`config.mk`:
```
export PLATFORM = sky130hd
export DESIGN_NAME = quiescence_detection_agent
export DESIGN_NICKNAME = d
export VERILOG_FILES = /design/src/hdl/qda_pkg.sv /design/src/hdl/quiescence_detection_agent.sv
export VERILOG_INCLUDE_DIRS = /design/src /design/src/hdl
export SDC_FILE = /design/constraint.sdc
export NUM_CORES = 1
export LEC_CHECK = 0
export ABC_AREA = 0
export BUFFER_PORTS_ARGS = -buffer_cell sky130_fd_sc_hd__buf_2
export CAP_MARGIN = 20
export CORE_MARGIN = 2
export CORE_UTILIZATION = 45
export DETAILED_ROUTE_END_ITERATION = 10
export PLACE_DENSITY = 0.6
export SYNTH_ARGS = -nofsm -noshare
export SYNTH_HDL_FRONTEND = slang
export SYNTH_SLANG_ARGS = --single-unit
```
`constraint.sdc`:
```
create_clock -name clk_i -period 7.2 [get_ports clk_i]
set_input_delay 1.44 -clock clk_i [delete_from_list [all_inputs] [get_ports clk_i]]
set_output_delay 1.44 -clock clk_i [all_outputs]
set_load 0.01 [all_outputs]
```
`src/hdl/assert_macros.svh`:
```
// ---------------------------------------------------------------------------
// assert_macros.svh
// Concurrent assertion shorthands clocked on clk_i and disabled in reset.
// ---------------------------------------------------------------------------
`ifndef ASSERT_MACROS_SVH
`define ASSERT_MACROS_SVH

// Check a condition at every clock edge out of reset.
`define QDA_ASSERT_ALWAYS(lbl, cond, msg) \
  lbl: assert property (@(posedge clk_i) disable iff (!rst_ni) (cond)) \
    else $error(msg);

// Check that an antecedent implies a consequent in the same cycle.
`define QDA_ASSERT_IMPLIES(lbl, ante, cons, msg) \
  lbl: assert property (@(posedge clk_i) disable iff (!rst_ni) (ante) |-> (cons)) \
    else $error(msg);

`endif

```
`src/hdl/qda_pkg.sv`:
```
`timescale 1ns / 1ps
// ---------------------------------------------------------------------------
// qda_pkg
// Types, codes and defaults for the quiescence detection agent.
// ---------------------------------------------------------------------------
package qda_pkg;

  localparam int MaxChildrenDef = 8;
  localparam int MaxNodesDef    = 4096;

  typedef enum logic [2:0] {
    KindCreated   = 3'd0,
    KindProcessed = 3'd1,
    KindControl   = 3'd2,
    KindAnnounce  = 3'd3,
    KindStart     = 3'd4
  } kind_e;

  typedef enum logic [2:0] {
    DestChildren  = 3'd0,
    DestSelf      = 3'd1,
    DestParent    = 3'd2,
    DestRoot      = 3'd3,
    DestBroadcast = 3'd4,
    DestQuiescent = 3'd5,
    DestError     = 3'd6
  } dest_e;

  typedef enum logic [1:0] {
    PhaseStart = 2'd0,
    PhaseSum   = 2'd1,
    PhaseDirty = 2'd2
  } phase_e;

  typedef enum logic [1:0] {
    CfgIsRoot      = 2'd0,
    CfgNumChildren = 2'd1,
    CfgNumNodes    = 2'd2,
    CfgParentId    = 2'd3
  } cfg_idx_e;

  typedef enum logic [2:0] {
    StIdle  = 3'b001,
    StSum   = 3'b010,
    StDirty = 3'b100
  } stage_e;

  typedef struct packed {
    logic [2:0]         kind;
    logic signed [31:0] delta;
    logic [1:0]         msg_phase;
    logic signed [31:0] msg_created;
    logic signed [31:0] msg_processed;
    logic               msg_dirty;
  } in_word_t;

  typedef struct packed {
    logic [2:0]         dest;
    logic [11:0]        target_node;
    logic [1:0]         out_phase;
    logic signed [31:0] out_created;
    logic signed [31:0] out_processed;
    logic               out_dirty;
    logic               last;
  } out_word_t;

  function automatic out_word_t make_word(logic [2:0] dest, logic [11:0] target,
                                          logic [1:0] phase, logic [31:0] created,
                                          logic [31:0] processed, logic dirty);
    out_word_t w;
    w.dest          = dest;
    w.target_node   = target;
    w.out_phase     = phase;
    w.out_created   = created;
    w.out_processed = processed;
    w.out_dirty     = dirty;
    w.last          = 1'b0;
    return w;
  endfunction

endpackage

```
`src/hdl/quiescence_detection_agent.sv`:
```
`timescale 1ns / 1ps
// ---------------------------------------------------------------------------
// quiescence_detection_agent
// Per-node agent for two-wave quiescence detection over a spanning tree.
// ---------------------------------------------------------------------------
// Input channel: in_valid_i / in_stall_o carry one event word (delta, control
// message, announce or start). Output channel: out_valid_o / out_stall_i
// carry result words; an event yields zero, one or two words, and the final
// word of an event has last set.
// Configuration: cfg_we_i writes cfg_data_i into the register at cfg_idx_i
// (is_root, num_children, num_nodes, parent_id); write only while idle.
// An event's result words are written into the queue below in the accepting
// cycle. The agent takes one event per cycle while in_stall_o is low; its
// state updates in the accepting cycle, so events wait only on the queue.
// Result words go into a four-word queue; the input stalls while more than
// two words are queued, so a stalled receiver throttles events once the
// queue fills, and a two-word event takes two entries of the queue.
// Reset clears all counters, the wave stage and the queue, and loads the
// configuration defaults (not root, no children, one node, parent zero).
// ---------------------------------------------------------------------------
`include "assert_macros.svh"

module quiescence_detection_agent #(
  parameter int MaxChildren = qda_pkg::MaxChildrenDef,
  parameter int MaxNodes    = qda_pkg::MaxNodesDef
) (
  input  logic              clk_i,
  input  logic              rst_ni,
  input  logic              in_valid_i,
  output logic              in_stall_o,
  input  qda_pkg::in_word_t in_word_i,
  output logic              out_valid_o,
  input  logic              out_stall_i,
  output qda_pkg::out_word_t out_word_o,
  input  logic              cfg_we_i,
  input  logic [1:0]        cfg_idx_i,
  input  logic [12:0]       cfg_data_i
);

  logic        is_root_q;
  logic [3:0]  num_children_q;
  logic [12:0] num_nodes_q;
  logic [11:0] parent_id_q;

  logic [31:0] cc_q, cc_d, pc_q, pc_d, ps_q, ps_d, sc_q, sc_d, sp_q, sp_d;
  logic        sd_q, sd_d;
  logic [4:0]  rc_q, rc_d;
  qda_pkg::stage_e stage_q, stage_d;

  qda_pkg::out_word_t fifo_q [4];
  logic [1:0] wr_ptr_q, rd_ptr_q;
  logic [2:0] count_q;

  qda_pkg::out_word_t res0, res1;
  logic [1:0]  nres;
  logic        in_acc, pop;
  logic        do_w1, do_w2, clear;
  logic [3:0]  kids;
  logic [12:0] nodes;
  logic [31:0] cc_mc, sc_sum, sp_sum;
  logic [4:0]  rc_inc;
  logic        all_rep, gt, dirty_cur, dirty_p2;

  assign in_stall_o  = count_q > 3'd2;
  assign in_acc      = in_valid_i && !in_stall_o;
  assign out_valid_o = count_q != 3'd0;
  assign out_word_o  = fifo_q[rd_ptr_q];
  assign pop         = out_valid_o && !out_stall_i;

  assign kids  = ({28'd0, num_children_q} > 32'(MaxChildren)) ? 4'(MaxChildren)
                                                             : num_children_q;
  assign nodes = ({19'd0, num_nodes_q} > 32'(MaxNodes)) ? 13'(MaxNodes) : num_nodes_q;

  assign sc_sum    = sc_q + in_word_i.msg_created;
  assign sp_sum    = sp_q + in_word_i.msg_processed;
  assign rc_inc    = rc_q + 5'd1;
  assign all_rep   = rc_inc >= ({1'b0, kids} + 5'd1);
  assign gt        = $signed(pc_q) > $signed(ps_q);
  assign dirty_cur = gt || sd_q;
  assign dirty_p2  = gt || sd_q || in_word_i.msg_dirty;
  assign cc_mc     = cc_q - {28'd0, kids};

  always_comb begin
    cc_d    = cc_q;
    pc_d    = pc_q;
    ps_d    = ps_q;
    sc_d    = sc_q;
    sp_d    = sp_q;
    sd_d    = sd_q;
    rc_d    = rc_q;
    stage_d = stage_q;
    res0    = '0;
    res1    = '0;
    nres    = 2'd0;
    do_w1   = 1'b0;
    do_w2   = 1'b0;
    clear   = 1'b0;
    if (in_acc) begin
      case (in_word_i.kind)
        qda_pkg::KindCreated: cc_d = cc_q + in_word_i.delta;
        qda_pkg::KindProcessed: pc_d = pc_q + in_word_i.delta;
        qda_pkg::KindControl: begin
          case (in_word_i.msg_phase)
            qda_pkg::PhaseStart: begin
              do_w1 = (stage_q == qda_pkg::StIdle);
            end
            qda_pkg::PhaseSum: begin
              if (stage_q == qda_pkg::StIdle) begin
                do_w2 = 1'b1;
              end else if (stage_q == qda_pkg::StSum) begin
                sc_d = sc_sum;
                sp_d = sp_sum;
                rc_d = rc_inc;
                if (all_rep) begin
                  if (is_root_q) begin
                    do_w2 = (sc_sum == sp_sum);
                    do_w1 = (sc_sum != sp_sum);
                  end else begin
                    res0    = qda_pkg::make_word(qda_pkg::DestParent, parent_id_q,
                                                 qda_pkg::PhaseSum, sc_sum, sp_sum, 1'b0);
                    nres    = 2'd1;
                    cc_d    = cc_q - 32'd1;
                    clear   = 1'b1;
                    stage_d = qda_pkg::StIdle;
                  end
                end
              end else begin
                res0 = qda_pkg::make_word(qda_pkg::DestError, '0, '0, '0, '0, 1'b0);
                nres = 2'd1;
              end
            end
            qda_pkg::PhaseDirty: begin
              if (stage_q == qda_pkg::StDirty) begin
                sd_d = sd_q | in_word_i.msg_dirty;
                rc_d = rc_inc;
                if (all_rep) begin
                  if (is_root_q && dirty_p2) begin
                    do_w1 = 1'b1;
                  end else if (is_root_q) begin
                    res0    = qda_pkg::make_word(qda_pkg::DestBroadcast, '0, '0, '0, '0,
                                                 1'b0);
                    nres    = 2'd1;
                    cc_d    = cc_q - {19'd0, nodes};
                    clear   = 1'b1;
                    stage_d = qda_pkg::StIdle;
                  end else begin
                    res0    = qda_pkg::make_word(qda_pkg::DestParent, parent_id_q,
                                                 qda_pkg::PhaseDirty, '0, '0, dirty_p2);
                    nres    = 2'd1;
                    cc_d    = cc_q - 32'd1;
                    clear   = 1'b1;
                    stage_d = qda_pkg::StIdle;
                  end
                end
              end else begin
                res0 = qda_pkg::make_word(qda_pkg::DestError, '0, '0, '0, '0, 1'b0);
                nres = 2'd1;
              end
            end
            default: begin
              res0 = qda_pkg::make_word(qda_pkg::DestError, '0, '0, '0, '0, 1'b0);
              nres = 2'd1;
            end
          endcase
        end
        qda_pkg::KindAnnounce: begin
          res0 = qda_pkg::make_word(qda_pkg::DestQuiescent, '0, '0, '0, '0, 1'b0);
          nres = 2'd1;
        end
        qda_pkg::KindStart: begin
          cc_d = cc_q - 32'd1;
          res0 = qda_pkg::make_word(qda_pkg::DestRoot, '0, '0, '0, '0, 1'b0);
          nres = 2'd1;
        end
        default: ;
      endcase
    end

    if (do_w1 || do_w2) begin
      if (do_w1) begin
        res1    = qda_pkg::make_word(qda_pkg::DestSelf, '0, qda_pkg::PhaseSum, cc_mc,
                                     pc_q, 1'b0);
        ps_d    = pc_q;
        stage_d = qda_pkg::StSum;
      end else begin
        res1    = qda_pkg::make_word(qda_pkg::DestSelf, '0, qda_pkg::PhaseDirty, '0, '0,
                                     dirty_cur);
        stage_d = qda_pkg::StDirty;
      end
      if (kids != 4'd0) begin
        res0 = qda_pkg::make_word(qda_pkg::DestChildren, '0,
                                  do_w1 ? qda_pkg::PhaseStart : qda_pkg::PhaseSum,
                                  '0, '0, 1'b0);
        nres = 2'd2;
      end else begin
        res0 = res1;
        nres = 2'd1;
      end
      cc_d  = cc_mc - 32'd1;
      clear = 1'b1;
    end

    if (clear) begin
      rc_d = '0;
      sc_d = '0;
      sp_d = '0;
      sd_d = 1'b0;
    end

    if (nres == 2'd1) begin
      res0.last = 1'b1;
    end
    if (nres == 2'd2) begin
      res1.last = 1'b1;
    end
  end

  always_ff @(posedge clk_i or negedge rst_ni) begin
    if (!rst_ni) begin
      is_root_q      <= 1'b0;
      num_children_q <= '0;
      num_nodes_q    <= 13'd1;
      parent_id_q    <= '0;
    end else if (cfg_we_i) begin
      case (cfg_idx_i)
        qda_pkg::CfgIsRoot:      is_root_q      <= cfg_data_i[0];
        qda_pkg::CfgNumChildren: num_children_q <= cfg_data_i[3:0];
        qda_pkg::CfgNumNodes:    num_nodes_q    <= cfg_data_i;
        qda_pkg::CfgParentId:    parent_id_q    <= cfg_data_i[11:0];
        default: ;
      endcase
    end
  end

  always_ff @(posedge clk_i or negedge rst_ni) begin
    if (!rst_ni) begin
      cc_q    <= '0;
      pc_q    <= '0;
      ps_q    <= '0;
      sc_q    <= '0;
      sp_q    <= '0;
      sd_q    <= 1'b0;
      rc_q    <= '0;
      stage_q <= qda_pkg::StIdle;
    end else begin
      cc_q    <= cc_d;
      pc_q    <= pc_d;
      ps_q    <= ps_d;
      sc_q    <= sc_d;
      sp_q    <= sp_d;
      sd_q    <= sd_d;
      rc_q    <= rc_d;
      stage_q <= stage_d;
    end
  end

  always_ff @(posedge clk_i or negedge rst_ni) begin
    if (!rst_ni) begin
      wr_ptr_q <= '0;
      rd_ptr_q <= '0;
      count_q  <= '0;
    end else begin
      wr_ptr_q <= wr_ptr_q + nres;
      rd_ptr_q <= rd_ptr_q + {1'b0, pop};
      count_q  <= count_q + {1'b0, nres} - {2'b00, pop};
    end
  end

  always_ff @(posedge clk_i) begin
    if (nres != 2'd0) begin
      fifo_q[wr_ptr_q] <= res0;
    end
    if (nres == 2'd2) begin
      fifo_q[wr_ptr_q + 2'd1] <= res1;
    end
  end

  `QDA_ASSERT_ALWAYS(a_queue_bound, count_q <= 3'd4, "result queue overflow")
  `QDA_ASSERT_IMPLIES(a_push_fits, in_acc, ({1'b0, count_q} + {2'b00, nres}) <= 4'd4,
    "accepted event does not fit the result queue")
  `QDA_ASSERT_IMPLIES(a_idle_no_reports, stage_q == qda_pkg::StIdle, rc_q == 5'd0,
    "report count left over outside a wave")
  `QDA_ASSERT_ALWAYS(a_report_bound, rc_q <= 5'd16, "report count out of range")

endmodule
```
==> flow_summary.toml, run 1 <==
[run_status]
status = "completed"

[worst_setup_path]
worstPathRequired_ps = 7730
critPathCaptureType = "register"
worstSetupPathType = "primary input to register"
cp-start-kind = "primary input"
cp_max_fo = 19
crit_arrival_ps = 7020

[synth]
synthCells = 3513
yosysTopAreaCell = "edfxtp_1"
async_flop_share_pct = 38.3
synth_top_area_share_pct = 23.7
avgSynthCellArea_um2 = 9.94
yosysWarnings = 0
synth.area.top_cells = "edfxtp_1 24%, dfrtp_1 15%, ha_1 6.9%, mux4_2 5.4%, nand2_1 4.0%"
synth_cell_types = 105
synthFlopType = "edfxtp_1"
netlist_area_um2 = 34900
syn_nets = 3835
synth_seq_area_share_pct = 41.7
ys_seq_elements = 538
synth-edff-count = 276

[global_routing]
grt.overflow.total = 0
gr-max-usage-layer = "met2"
grtUsageMet1_pct = 42.3
grt_pass1_vias = 28200
antenna_found_initial = 1
grt_use_total_pct = 29.8
grt_pass1_wl_mm = 180
grt_max_degree = 82
met2_usage_pct = 46.3
met3_usage_pct = 4.91

[floorplan]
die_w_um = 283
rows = 102
die_area_um2 = 79800
start_util_pct = 45.3
core_um2 = 77100
num_io_pins = 207
die_h_um = 283

[timing]
max_freq_ghz = 0.154
fin_tns_setup_ps = 0
skew_ps = 30.2
slew_violations = 0
hold_ws_ps = 457
final-hold-violation-count = 0
grt_setup_unrepaired = "false"
tightest_slew_ps = 1140
min_period_ps = 6490
finalSetupViolCount = 0
fin_crit_sh_pct = 90.2
maxSlewHeadroom_pct = 23.5

[worst_hold_path]
hold_class = "register to register"

[clocking]
clockBufferDepth = 3
cts_tree = "done"
cts.clk_slew.worst_paths_ps = 70
numCtsBuffers = 60
numClockSinks = 538
cts-hold-fix-buffers = 0
postCtsSetupRepairBufs = 0
cts-root-buf = "clkbuf_16"
cts_max_level = 2
clkLatencyLatePin_ps = 650
cts_resized = 0

[layout]
postLayoutCellArea_um2 = 39600
syn_to_final_growth_pct = 13.4
n_antenna_cell = 0
layout.nets = 4029
final_common_cell = "nand2_1"
final-instance-count-excl-fill = 4799
mostFrequentLayoutCells = "372 x nand2_1, 276 x edfxtp_1, 246 x o21ai_0, 228 x a21oi_1, 208 x nor2_1"
post_route_cells_drive_above_1_share_pct = 17.3

[power_and_ir_drop]
p_switching_w = 0.00511
p_per_area_nw_per_um2 = 318
p_seq_share_pct = 33.6
power_leakage_nw = 15.5
power_frac_clock_pct = 25.4
ir_worst_vdd_mv = 0.221
switching_share_pct = 40.6
combPwrFrac_pct = 41.0
internal_power_w = 0.00747

[run]
max_cap_violations = 0

[drt]
vias = 29900
wl_mm = 121
drt_iter0_drc = 3177
wire_per_inst_um = 25.1
antenna_left = 0
drc = 0
drtPass1Iterations = 6
via_per_inst = 6.22

[placement]
portBuffers = 206
place_congestion = 0.948
placed_area_um2 = 37600
place_inst = 4685
dpl.hpwl_mm = 86.8
## stage by stage
step                util (%)  worst slack [ps]  total power, W
floorplan                  -               277         0.00739
global placement        48.7               183         0.00934
finish                  51.4               709          0.0126
CTS                     51.4               806          0.0126
global route            51.4               370          0.0132
detailed placement      48.7               121         0.00935
## logic make-up (layout without fill, tap and decap cells)
group                    count (synthesis)  after routing  synth area share, %
other                                    1              1               0.0107
buffers and inverters                  324            570                 3.82
flip-flops                             538            538                 41.7
AO/OA/AOI/OAI                         1124           1124                 21.6
adder cells (fa/ha/maj)                200            200                 7.32
XOR/XNOR                               214            214                 5.41
AND/OR/NAND/NOR                        961            961                 12.7
multiplexers                           151            151                 7.46
## flip-flops by register name, summed over array words and instances (netlist names)
| register | count |
|---|---|
| count_q | 3 |
| rc_q | 5 |
| sc_q | 32 |
| num_nodes_q | 13 |
| pc_q | 32 |
| rd_ptr_q | 2 |
| is_root_q | 1 |
| wr_ptr_q | 2 |
| sp_q | 32 |
| fifo_q | 332 |
| parent_id_q | 12 |
| ps_q | 32 |
| stage_q | 3 |
| cc_q | 32 |
| num_children_q | 4 |
| sd_q | 1 |
## power by group through the flow
stage,Sequential (W),Clock (W),Combinational [W]
2_1_floorplan,0.00384,0,0.00355
3_3_place_gp,0.00426,0,0.00507
3_5_place_dp,0.00427,0,0.00508
4_1_cts,0.00421,0.00324,0.00511
5_1_grt,0.00427,0.00336,0.00557
6_report,0.00422,0.00320,0.00516
## cell usage after synthesis, types with 25 or more instances
| cell type | n |
|---|---|
| nand2_1 | 373 |
| edfxtp_1 | 276 |
| o21ai_0 | 246 |
| a21oi_1 | 228 |
| nor2_1 | 212 |
| dfrtp_1 | 204 |
| ha_1 | 193 |
| o22ai_1 | 135 |
| clkbuf_1 | 129 |
| xnor2_1 | 125 |
| inv_1 | 112 |
| nand3_1 | 102 |
| a22o_1 | 94 |
| xor2_1 | 88 |
| mux4_2 | 83 |
| a21o_1 | 79 |
| nor3_1 | 64 |
| o2bb2ai_1 | 64 |
| dfxtp_1 | 56 |
| buf_2 | 49 |
| mux2_2 | 43 |
| nand2b_1 | 36 |
| nor2b_1 | 29 |
| a31oi_1 | 28 |
| a22oi_1 | 26 |
| mux2i_1 | 25 |
| nand4_1 | 25 |
## critical path, stage by stage
cell       delay, ps
buf_2            110
ha_1             280
a211oi_1         400
o21ai_0          260
a32oi_1          370
nand3_2          200
a2111oi_0        460
nor3_1           120
xor2_1           160
buf_4            160
xnor2_1          120
nor4_1           350
and4_1           540
a31oi_4          220
inv_4            300
nand2_2          250
a21boi_0         280
ha_1             170
inv_1             40
ha_1             190
fa_1             430
xnor2_1          130
## worst paths after layout
check | startpoint | endpoint | slack, ps | depth (start not counted)
min reg2reg | fifo_q[3][75] | fifo_q[3][75] | 460 | 1
min | fifo_q[3][75] | fifo_q[3][75] | 460 | 1
max reg2reg | sc_q[1] | count_q[2] | 1220 | 21
min in group asynchronous | rst_ni | sp_q[15] | 710 | 1
max | in_word_i[34] | count_q[2] | 710 | 22
max in group asynchronous | rst_ni | rd_ptr_q[1] | 5180 | 2
## metal layers
layer	share of wire (%)	routed length (µm)
met1	43	51300
met2	45	54800
met3	8.9	10700
met4	3.2	3800
met5	0.011	13
## layout make-up
cell class                      instances  area (µm²)
Clock buffer                           75        1650
Multi-Input combinational cell       2651       19100
Fill cell                            7122       37500
Inverter                              113         427
Tap cell                             1040        1300
Sequential cell                       538       14600
Timing Repair Buffer                  343        2210
Clock inverter                         39         369
(Power assumes the default switching activity.)
==> run 2: changes to the inputs <==
CORE_UTILIZATION = 46   (was 45)
PLACE_DENSITY = default   (was 0.6)
==> run 2 against run 1 <==
Critical path depth stayed put; first-iteration DRC count shrank 6.5%; final area barely moved; routed wire length fell by 1.7%; clock skew shrank 12 ps; hold slack better by 2.4 ps; sequential power shrank 0.9%; register-to-register slack worse by 50 ps; clock power increased by 4%; setup slack worse by 54 ps; flip-flop and latch count unchanged; non-clock buffer count decreased by 2; critical endpoint unchanged; largest cell class unchanged; largest power group unchanged.
==> flow_summary.toml, run 2 (synthesis results as in run 1) <==
[power_and_ir_drop]
power_frac_clock_pct = 26.3
p_switching_w = 0.00509
internal_power_w = 0.00758
p_per_area_nw_per_um2 = 320
switching_share_pct = 40.2
p_seq_share_pct = 32.9
combPwrFrac_pct = 40.7
ir_worst_vdd_mv = 0.204
power_leakage_nw = 15.6

[timing]
tightest_slew_ps = 1170
fin_crit_sh_pct = 90.9
final-hold-violation-count = 0
finalSetupViolCount = 0
fin_tns_setup_ps = 0
hold_ws_ps = 459
min_period_ps = 6550
grt_setup_unrepaired = "false"
slew_violations = 0
max_freq_ghz = 0.153
skew_ps = 18.0
maxSlewHeadroom_pct = 21.2

[global_routing]
antenna_found_initial = 2
grt_pass1_vias = 28400
grt.overflow.total = 0
grt_use_total_pct = 29.9
grt_pass1_wl_mm = 178
grt_max_degree = 127

[floorplan]
core_um2 = 75600
rows = 101
start_util_pct = 46.2
die_h_um = 280
die_w_um = 280
die_area_um2 = 78100
num_io_pins = 207

[run]
max_cap_violations = 0

[worst_setup_path]
ff2ff_setup_slack_ps = 1170
worstSetupPathType = "primary input to register"
cp_max_fo = 13
critPathCaptureType = "register"
cp-start-kind = "primary input"
crit_arrival_ps = 7070
worstPathRequired_ps = 7720

[layout]
final_common_cell = "nand2_1"
regMostFlops = "fifo_q"
syn_to_final_growth_pct = 13.5
mostFrequentLayoutCells = "372 x nand2_1, 276 x edfxtp_1, 246 x o21ai_0, 228 x a21oi_1, 208 x nor2_1"
layout.nets = 4028
postLayoutCellArea_um2 = 39600
post_route_cells_drive_above_1_share_pct = 17.2
largest_reg_flops = 332

[clocking]
cts-hold-fix-buffers = 0
numCtsBuffers = 61
cts_tree = "done"
numClockSinks = 538
cts_resized = 0
clkLatencyLatePin_ps = 650
postCtsSetupRepairBufs = 0
cts_max_level = 2
clockBufferDepth = 3
cts.clk_slew.worst_paths_ps = 60
cts-root-buf = "clkbuf_16"

[placement]
placed_area_um2 = 37500
place_congestion = 0.956
dpl.hpwl_mm = 84.7
portBuffers = 206

[drt]
via_per_inst = 6.25
drtPass1Iterations = 8
vias = 29600
antenna_left = 0
drc = 0
wl_mm = 119
drt_iter0_drc = 2971
wire_per_inst_um = 25.0

[run_status]
status = "completed"

[worst_hold_path]
hold_class = "register to register"
## run 2: cell types whose count changed in the layout (fill, tap and decap cells not counted), sizes merged
cell	delta
clkinvlp	+1
clkinv	+4
diode	+1
bufinv	+4
clkbuf	-6
inv	-2
buf	-2
## run 2: final cells by class
cell class | count | area, µm²
Inverter | 113 | 429
Multi-Input combinational cell | 2651 | 19100
Timing Repair Buffer | 341 | 2190
Clock inverter | 46 | 536
Sequential cell | 538 | 14600
Fill cell | 6960 | 36000
Clock buffer | 69 | 1600
Tap cell | 978 | 1220
Antenna cell | 1 | 2.50
## run 2: path summary, 6_finish.rpt
kind | from | to | cells after the start
max in group asynchronous | rst_ni | rd_ptr_q[1] | 2
max reg2reg | sc_q[0] | count_q[2] | 21
min | fifo_q[3][70] | fifo_q[3][70] | 1
min in group asynchronous | rst_ni | sp_q[15] | 1
min reg2reg | fifo_q[3][70] | fifo_q[3][70] | 1
max | in_word_i[33] | count_q[2] | 22
## run 2: stage by stage
step	setup WS (ps)	power (W)	cells	util, %
4_1_cts	805	0.0127	4736	52.4
6_report	655	0.0127	4737	52.4
5_1_grt	359	0.0133	4736	52.4
3_3_place_gp	293	0.00930	4620	49.6
3_5_place_dp	140	0.00931	4621	49.6
2_1_floorplan	277	0.00739	3513	-
## run 2: critical path, cell delays in order
cell and delay (ps):
buf_2 80, ha_1 160, inv_1 50, fa_1 390, nand2b_1 190, a21oi_2 250, o21ai_1 160, o211ai_2 340
a21oi_4 130, a2111oi_0 590, or3_1 200, nand3_1 210, xnor2_1 570, nor3b_2 450, a21oi_1 260, nand2_2 340
a21boi_0 150, ha_1 320, inv_1 40, ha_1 190, fa_1 430, xnor2_1 130
## run 2: power by group through the flow
stage | clock network (W) | registers [W] | logic [W]
2_1_floorplan | 0 | 0.00384 | 0.00355
6_report | 0.00334 | 0.00418 | 0.00516
3_3_place_gp | 0 | 0.00421 | 0.00509
4_1_cts | 0.00338 | 0.00416 | 0.00512
5_1_grt | 0.00350 | 0.00422 | 0.00560
3_5_place_dp | 0 | 0.00422 | 0.00509
## run 2: per-layer routing
layer / vias up / wire, µm / GRT usage [%]
li1: 13600 / - / -
met1: 14300 / 49400 / 42.0
met2: 1412 / 53700 / 47.0
met3: 201 / 11600 / 5.65
met4: 4 / 3890 / 9.47
met5: - / 25 / 0
